**src/rtl/core/rgbds_pkg.sv**
```systemverilog
// Shared types and constants for the 2x2 RGB box-filter downscaler.
// Used by rgbds_raster_ctrl, rgb_box_downscale_2x2 and rgbds_checker.
// No dependencies.
`default_nettype none

package rgbds_pkg;

   // Line geometry.
   localparam int MAX_WIDTH   = 2048;
   localparam int LINE_DEPTH  = MAX_WIDTH / 2;
   localparam int LINE_ADDR_W = $clog2(LINE_DEPTH);
   localparam int COL_W       = $clog2(MAX_WIDTH);
   localparam int EFF_WIDTH_W = COL_W + 1;

   // Configuration register widths.
   localparam int WIDTH_REG_W  = 12;
   localparam int HEIGHT_REG_W = 16;
   localparam int EFF_HEIGHT_W = HEIGHT_REG_W + 1;
   localparam int CSR_INDEX_W  = 2;
   localparam int CSR_DATA_W   = 16;

   // Datapath widths.
   localparam int CHAN_W  = 8;
   localparam int PAIR_W  = CHAN_W + 1;
   localparam int TOTAL_W = CHAN_W + 2;

   // Configuration register indexes.
   typedef enum logic [CSR_INDEX_W-1:0] {
      CSR_IMAGE_WIDTH  = 2'd0,
      CSR_IMAGE_HEIGHT = 2'd1
   } csr_index_type;

   // One input pixel.
   typedef struct packed {
      logic [CHAN_W-1:0] red_in;
      logic [CHAN_W-1:0] green_in;
      logic [CHAN_W-1:0] blue_in;
   } req_data_type;

   // One output pixel.
   typedef struct packed {
      logic [CHAN_W-1:0] red_out;
      logic [CHAN_W-1:0] green_out;
      logic [CHAN_W-1:0] blue_out;
      logic              frame_end;
   } rsp_data_type;

   // Horizontal pair sums, one line store entry.
   typedef struct packed {
      logic [PAIR_W-1:0] red;
      logic [PAIR_W-1:0] green;
      logic [PAIR_W-1:0] blue;
   } pair_sum_type;

   // Raster position of the pixel at the head of the input channel.
   typedef struct packed {
      logic                   odd_col;
      logic                   odd_row;
      logic                   last;
      logic [LINE_ADDR_W-1:0] line_addr;
   } pos_type;

endpackage

`default_nettype wire

```
**src/rtl/core/rgbds_raster_ctrl.sv**
```systemverilog
// Configuration registers and raster column/row counters of the downscaler.
// Depends on rgbds_pkg.
`default_nettype none

module rgbds_raster_ctrl (
   input  wire logic                               clock,
   input  wire logic                               reset,
   input  wire logic                               csr_valid,
   input  wire logic [rgbds_pkg::CSR_INDEX_W-1:0]  csr_index,
   input  wire logic [rgbds_pkg::CSR_DATA_W-1:0]   csr_data,
   input  wire logic                               advance,
   output rgbds_pkg::pos_type                      pos
);

   logic [rgbds_pkg::WIDTH_REG_W-1:0]  width_ff;
   logic [rgbds_pkg::HEIGHT_REG_W-1:0] height_ff;
   logic [rgbds_pkg::COL_W-1:0]        col_ff, col_in;
   logic [rgbds_pkg::HEIGHT_REG_W-1:0] row_ff, row_in;

   logic [rgbds_pkg::EFF_WIDTH_W-1:0]  eff_width;
   logic [rgbds_pkg::EFF_WIDTH_W-1:0]  even_width;
   logic [rgbds_pkg::EFF_WIDTH_W-1:0]  col_plus;
   logic [rgbds_pkg::EFF_HEIGHT_W-1:0] eff_height;
   logic [rgbds_pkg::EFF_HEIGHT_W-1:0] even_height;
   logic [rgbds_pkg::EFF_HEIGHT_W-1:0] row_plus;

   // Configuration writes; the port is always ready.
   always_ff @(posedge clock) begin
      if (reset) begin
         width_ff  <= rgbds_pkg::WIDTH_REG_W'(2);
         height_ff <= rgbds_pkg::HEIGHT_REG_W'(2);
      end else if (csr_valid) begin
         if (csr_index == rgbds_pkg::CSR_IMAGE_WIDTH) begin
            width_ff <= csr_data[rgbds_pkg::WIDTH_REG_W-1:0];
         end
         if (csr_index == rgbds_pkg::CSR_IMAGE_HEIGHT) begin
            height_ff <= csr_data[rgbds_pkg::HEIGHT_REG_W-1:0];
         end
      end
   end

   // Effective frame size: zero or oversize width means the maximum width,
   // and zero height means the full 16-bit row range.
   always_comb begin
      if (width_ff == '0 || 32'(width_ff) > 32'(rgbds_pkg::MAX_WIDTH)) begin
         eff_width = rgbds_pkg::EFF_WIDTH_W'(rgbds_pkg::MAX_WIDTH);
      end else begin
         eff_width = rgbds_pkg::EFF_WIDTH_W'(width_ff);
      end
      if (height_ff == '0) begin
         eff_height = {1'b1, {rgbds_pkg::HEIGHT_REG_W{1'b0}}};
      end else begin
         eff_height = {1'b0, height_ff};
      end
   end

   // Counter increments and the last even-aligned column and row.
   assign col_plus    = {1'b0, col_ff} + rgbds_pkg::EFF_WIDTH_W'(1);
   assign row_plus    = {1'b0, row_ff} + rgbds_pkg::EFF_HEIGHT_W'(1);
   assign even_width  = {eff_width[rgbds_pkg::EFF_WIDTH_W-1:1], 1'b0};
   assign even_height = {eff_height[rgbds_pkg::EFF_HEIGHT_W-1:1], 1'b0};

   // Next raster position; a count at or past the limit wraps to zero.
   always_comb begin
      col_in = col_ff;
      row_in = row_ff;
      if (advance) begin
         if (col_plus >= eff_width) begin
            col_in = '0;
            if (row_plus >= eff_height) begin
               row_in = '0;
            end else begin
               row_in = row_plus[rgbds_pkg::HEIGHT_REG_W-1:0];
            end
         end else begin
            col_in = col_plus[rgbds_pkg::COL_W-1:0];
         end
      end
   end

   always_ff @(posedge clock) begin
      if (reset) begin
         col_ff <= '0;
         row_ff <= '0;
      end else begin
         col_ff <= col_in;
         row_ff <= row_in;
      end
   end

   // Position flags for the current pixel. An even size of zero never
   // matches, since the incremented counts are at least one.
   assign pos.odd_col   = col_ff[0];
   assign pos.odd_row   = row_ff[0];
   assign pos.last      = (col_plus == even_width) && (row_plus == even_height);
   assign pos.line_addr = col_ff[rgbds_pkg::COL_W-1:1];

endmodule

`default_nettype wire

```
**config.mk**
```make
export PLATFORM = sky130hd
export DESIGN_NAME = rgbds_raster_ctrl
export DESIGN_NICKNAME = d
export VERILOG_FILES = /design/src/rtl/core/rgbds_pkg.sv /design/src/rtl/core/rgbds_raster_ctrl.sv
export SDC_FILE = /design/constraint.sdc
export NUM_CORES = 1
export LEC_CHECK = 0
export BUFFER_PORTS_ARGS = -buffer_cell sky130_fd_sc_hd__buf_2
export CELL_PAD_IN_SITES_DETAIL_PLACEMENT = 1
export CELL_PAD_IN_SITES_GLOBAL_PLACEMENT = 1
export CORE_MARGIN = 3
export CORE_UTILIZATION = 44
export DETAILED_ROUTE_END_ITERATION = 12
export GPL_TIMING_DRIVEN = 0
export HOLD_SLACK_MARGIN = 0.02
export PLACE_DENSITY = 0.91
export SYNTH_ARGS = -nofsm -noshare
export SYNTH_HDL_FRONTEND = slang
export SYNTH_SLANG_ARGS = --single-unit
```
**constraint.sdc**
```tcl
create_clock -name clock -period 4.45 [get_ports clock]
set_input_delay 0.89 -clock clock [delete_from_list [all_inputs] [get_ports clock]]
set_output_delay 0.89 -clock clock [all_outputs]
set_load 0.005 [all_outputs]
```
==> impl_metrics.py <==
metrics = {
    "run_status": {
        "outcome": "complete, no violations",
    },
    "synth": {
        "synth_enable_flop_cells": 0,
        "post_synth.cell_area_avg_um2": 7.61,
        "ys_seq_area_frac": 0.326,
        "syn-cell-area_um2": 3370,
        "number_of_flip_flops_and_latches_in_the_synthesized_netlist": 55,
        "synth_top_flop_cell": "sky130_fd_sc_hd__dfxtp_1",
        "yosys_warnings": 0,
        "asyncSetResetFlopFracSynth": 0,
        "synthCells": 443,
        "yosysUniqueCellTypes": 44,
        "number_of_nets_produced_by_synthesis": 496,
    },
    "worst_setup_path": {
        "worstReg2RegStart": "row_ff[0]$_SDFFE_PP0P_",
        "cp_max_stage_delay_ns": 0.43,
        "required_ns": 3.56,
        "worst_path_dominant_cell_family": "simple AND/OR/NAND/NOR gates",
        "r2r.worst_path.cells": 14,
        "end_kind": "primary output",
        "cp-endpoint": "pos[10]",
        "critical_path.cell_chain": "ha_1, nand3_2, nor3_4, nand3_1, nor2_2, xor2_1, ha_1, nand4_1, nor2_2, nand3_1, nor3_1, buf_2",
        "crit_path_start_kind": "flop",
        "critPathSlowestCell": "sky130_fd_sc_hd__dfxtp_2",
        "worstSetupPathType": "flop to primary output",
        "timing.critical_path.arrival_ns": 3.28,
        "rr_endpoint": "row_ff[10]$_SDFFE_PP0P_",
        "timing.critical_path.buf_inv": 1,
        "critical_path.startpoint": "row_ff[0]$_SDFFE_PP0P_",
        "critical_path_peak_fanout": 7,
        "path_depth": 12,
        "r2r_slack_ns": 0.35,
    },
    "placement": {
        "post-place-cells": 576,
        "hpwlAfterDp_mm": 7.75,
        "placed_cell_area_um2": 3670,
        "worst_setup_timing_slack_at_the_placement_stage_ns": 0.0643,
        "numPortBuffers": 34,
        "place_congestion": 0.849,
    },
    "timing": {
        "post-route-period-util": 0.938,
        "totalNegativeSetupSlack_ns": 0,
        "worst-slew-pin-transition_ns": 0.866,
        "skew_ns": 0.0112,
        "finalSetupViolCount": 0,
        "peak_freq_ghz": 0.240,
        "postLayoutSetupSlackWorst_ns": 0.277,
        "worst_slew_margin_rel": 0.418,
        "timing.final.hold_violations": 0,
        "timing.final.crit_period_ns": 4.17,
        "timing.final.max_slew_violations": 0,
        "rsz0062_at_grt": "no",
    },
    "routing": {
        "vias": 3445,
        "met2_wirelength_mm": 5.28,
        "drt_iter0_drcs": 161,
        "antenna_violating_nets_post_route": 0,
        "route.final.wire_length_mm": 10.5,
        "top_layer": "met4",
        "drt-met1-wl_mm": 4.52,
        "first_pass_iters": 5,
        "route.detailed.wl_per_inst_um": 18.0,
        "vias_per_cell": 5.90,
        "detail_route.drc_violations": 0,
        "route.met3.wl_um": 437,
    },
    "floorplan": {
        "die_x_um": 93.6,
        "initial_utilization": 0.460,
        "die-area_um2": 8750,
        "die_h_um": 93.6,
        "floorplan.rows": 31,
        "design.core.area_um2": 7330,
        "design.portCount": 35,
    },
    "finish": {
        "finalInstanceArea_um2": 3800,
        "layout_commonest_cell": "sky130_fd_sc_hd__nand2_1",
        "finish.cell_count_without_fillers": 584,
        "layout.cells.most_common_list": "sky130_fd_sc_hd__nand2_1, sky130_fd_sc_hd__a21oi_1, sky130_fd_sc_hd__dfxtp_1",
        "layout.nets": 537,
        "p_r_area_growth_vs_syn_pct": 12.7,
        "final_layout_size_suffix_gt1_frac": 0.122,
        "antennaDiodeCount": 0,
    },
    "global_routing": {
        "grt_max_degree": 18,
        "first_pass_grt_wire_length_mm": 17.1,
        "first_global_vias": 3587,
        "grt_antenna_before_repair": 0,
        "overflow": 0,
        "global_route_usage_over_all_layers": 0.245,
    },
    "clocking": {
        "cts_max_path_buffers": 2,
        "cts_made_buffers": 5,
        "cts_sinks": 55,
        "clock_latency_ns": 0.32,
        "cts_hold_buf": 0,
        "clk_pin_slew_ns": 0.11,
        "tritoncts": "yes",
        "h-tree-depth": 2,
        "post_cts.resized_instances": 2,
        "ctsRootBufferMaster": "sky130_fd_sc_hd__clkbuf_8",
        "cts_setup_buffers": 0,
    },
    "pwr": {
        "fin_total_pwr_mw": 1.07,
        "pwr_density_cell_nw_per_um2": 281,
        "vdd_ir_drop_max_v": 0.000167,
        "p_leak_nw": 1.50,
    },
    "flow_run": {
        "cap_viol_max_count": 0,
    },
    "worst_hold_path": {
        "min-delay-path-class": "flop to flop",
    },
}
==> metal layers <==
metal,vias to the layer above,global-route usage
met5,-,0
met4,0,0.112
met3,20,0.0354
met2,93,0.430
met1,1688,0.294
li1,1644,-
==> worst reg2reg max path, stage by stage, from the launching register on <==
cell                      delay, ns
sky130_fd_sc_hd__dfxtp_2       0.43
sky130_fd_sc_hd__ha_1          0.27
sky130_fd_sc_hd__nand3_2       0.18
sky130_fd_sc_hd__nor3_4        0.26
sky130_fd_sc_hd__nand3_1       0.19
sky130_fd_sc_hd__nor2_2        0.24
sky130_fd_sc_hd__xor2_1        0.21
sky130_fd_sc_hd__ha_1          0.29
sky130_fd_sc_hd__a21oi_2       0.15
sky130_fd_sc_hd__o21ai_1       0.09
sky130_fd_sc_hd__a311o_1       0.36
sky130_fd_sc_hd__nor3_1        0.68
sky130_fd_sc_hd__buf_2         0.37
sky130_fd_sc_hd__nand3_1       0.12
sky130_fd_sc_hd__a21oi_1       0.17
==> sequential cells by signal (all words and copies together), names as in the netlist <==
| name | count |
|---|---|
| col_ff | 11 |
| width_ff | 12 |
| height_ff | 16 |
| row_ff | 16 |
==> power by group <==
part / total (mW) / internal (mW) / switching, mW
logic: 0.200 / 0.0678 / 0.132
registers: 0.525 / 0.506 / 0.0188
clock network: 0.345 / 0.168 / 0.177
total: 1.07 / 0.742 / 0.328
==> worst min-delay path by stage <==
stage                                    start                          to  slack (ns)  depth (start not counted)
finish              height_ff[11]$_SDFFE_PP0P_  height_ff[11]$_SDFFE_PP0P_        0.48                          2
global route          width_ff[9]$_SDFFE_PP0P_    width_ff[9]$_SDFFE_PP0P_        0.50                          2
floorplan             width_ff[0]$_SDFFE_PP0P_    width_ff[0]$_SDFFE_PP0P_        0.44                          2
CTS                   width_ff[9]$_SDFFE_PP0P_    width_ff[9]$_SDFFE_PP0P_        0.49                          2
detailed placement  height_ff[11]$_SDFFE_PP0P_  height_ff[11]$_SDFFE_PP0P_        0.47                          2
global placement        row_ff[1]$_SDFFE_PP0P_      row_ff[1]$_SDFFE_PP0P_        0.46                          2
==> cell type report <==
type,instances,area [um^2]
well taps,99,124
fillers,933,3530
clock inverters,3,43.8
flip-flops and latches,55,1100
repair buffers,34,170
inverters,22,82.6
clock buffers,5,68.8
multi-input cells,343,2110
plain buffers,23,96.3
==> synth_stat cells, drive strengths merged, types with 2 or more instances <==
cell type	n	area, um^2
nand2	92	345
a21oi	56	284
dfxtp	55	1100
ha	31	388
nand3	31	155
inv	22	82.6
clkbuf	17	65.1
xnor2	16	140
nand2b	12	75.1
a31oi	11	68.8
nand4	9	56.3
and3	8	50.1
nor3	8	40.0
nor2	7	26.3
nor4	7	43.8
or4	7	52.6
xor2	7	61.3
buf	6	31.3
o21ai	6	30.0
or3	6	38.8
nand3b	5	37.5
o32ai	4	35.0
nand4b	3	26.3
a21o	2	15.0
or2	2	12.5
==> through the flow <==
stage | hold WS [ns] | utilization
global placement | 0.461 | 0.500
finish | 0.485 | 0.519
CTS | 0.487 | 0.517
floorplan | 0.445 | -
detailed placement | 0.467 | 0.500
global route | 0.504 | 0.519
==> kinds of logic after synthesis <==
| group | Yosys count | synth area share |
|---|---|---|
| compound gates | 87 | 0.149 |
| xor+xnor | 23 | 0.0597 |
| fa+ha+maj | 31 | 0.115 |
| buf+inv | 45 | 0.0530 |
| flops | 55 | 0.326 |
| simple gates | 202 | 0.296 |
Note: power is estimated with default switching activity, not from simulation.
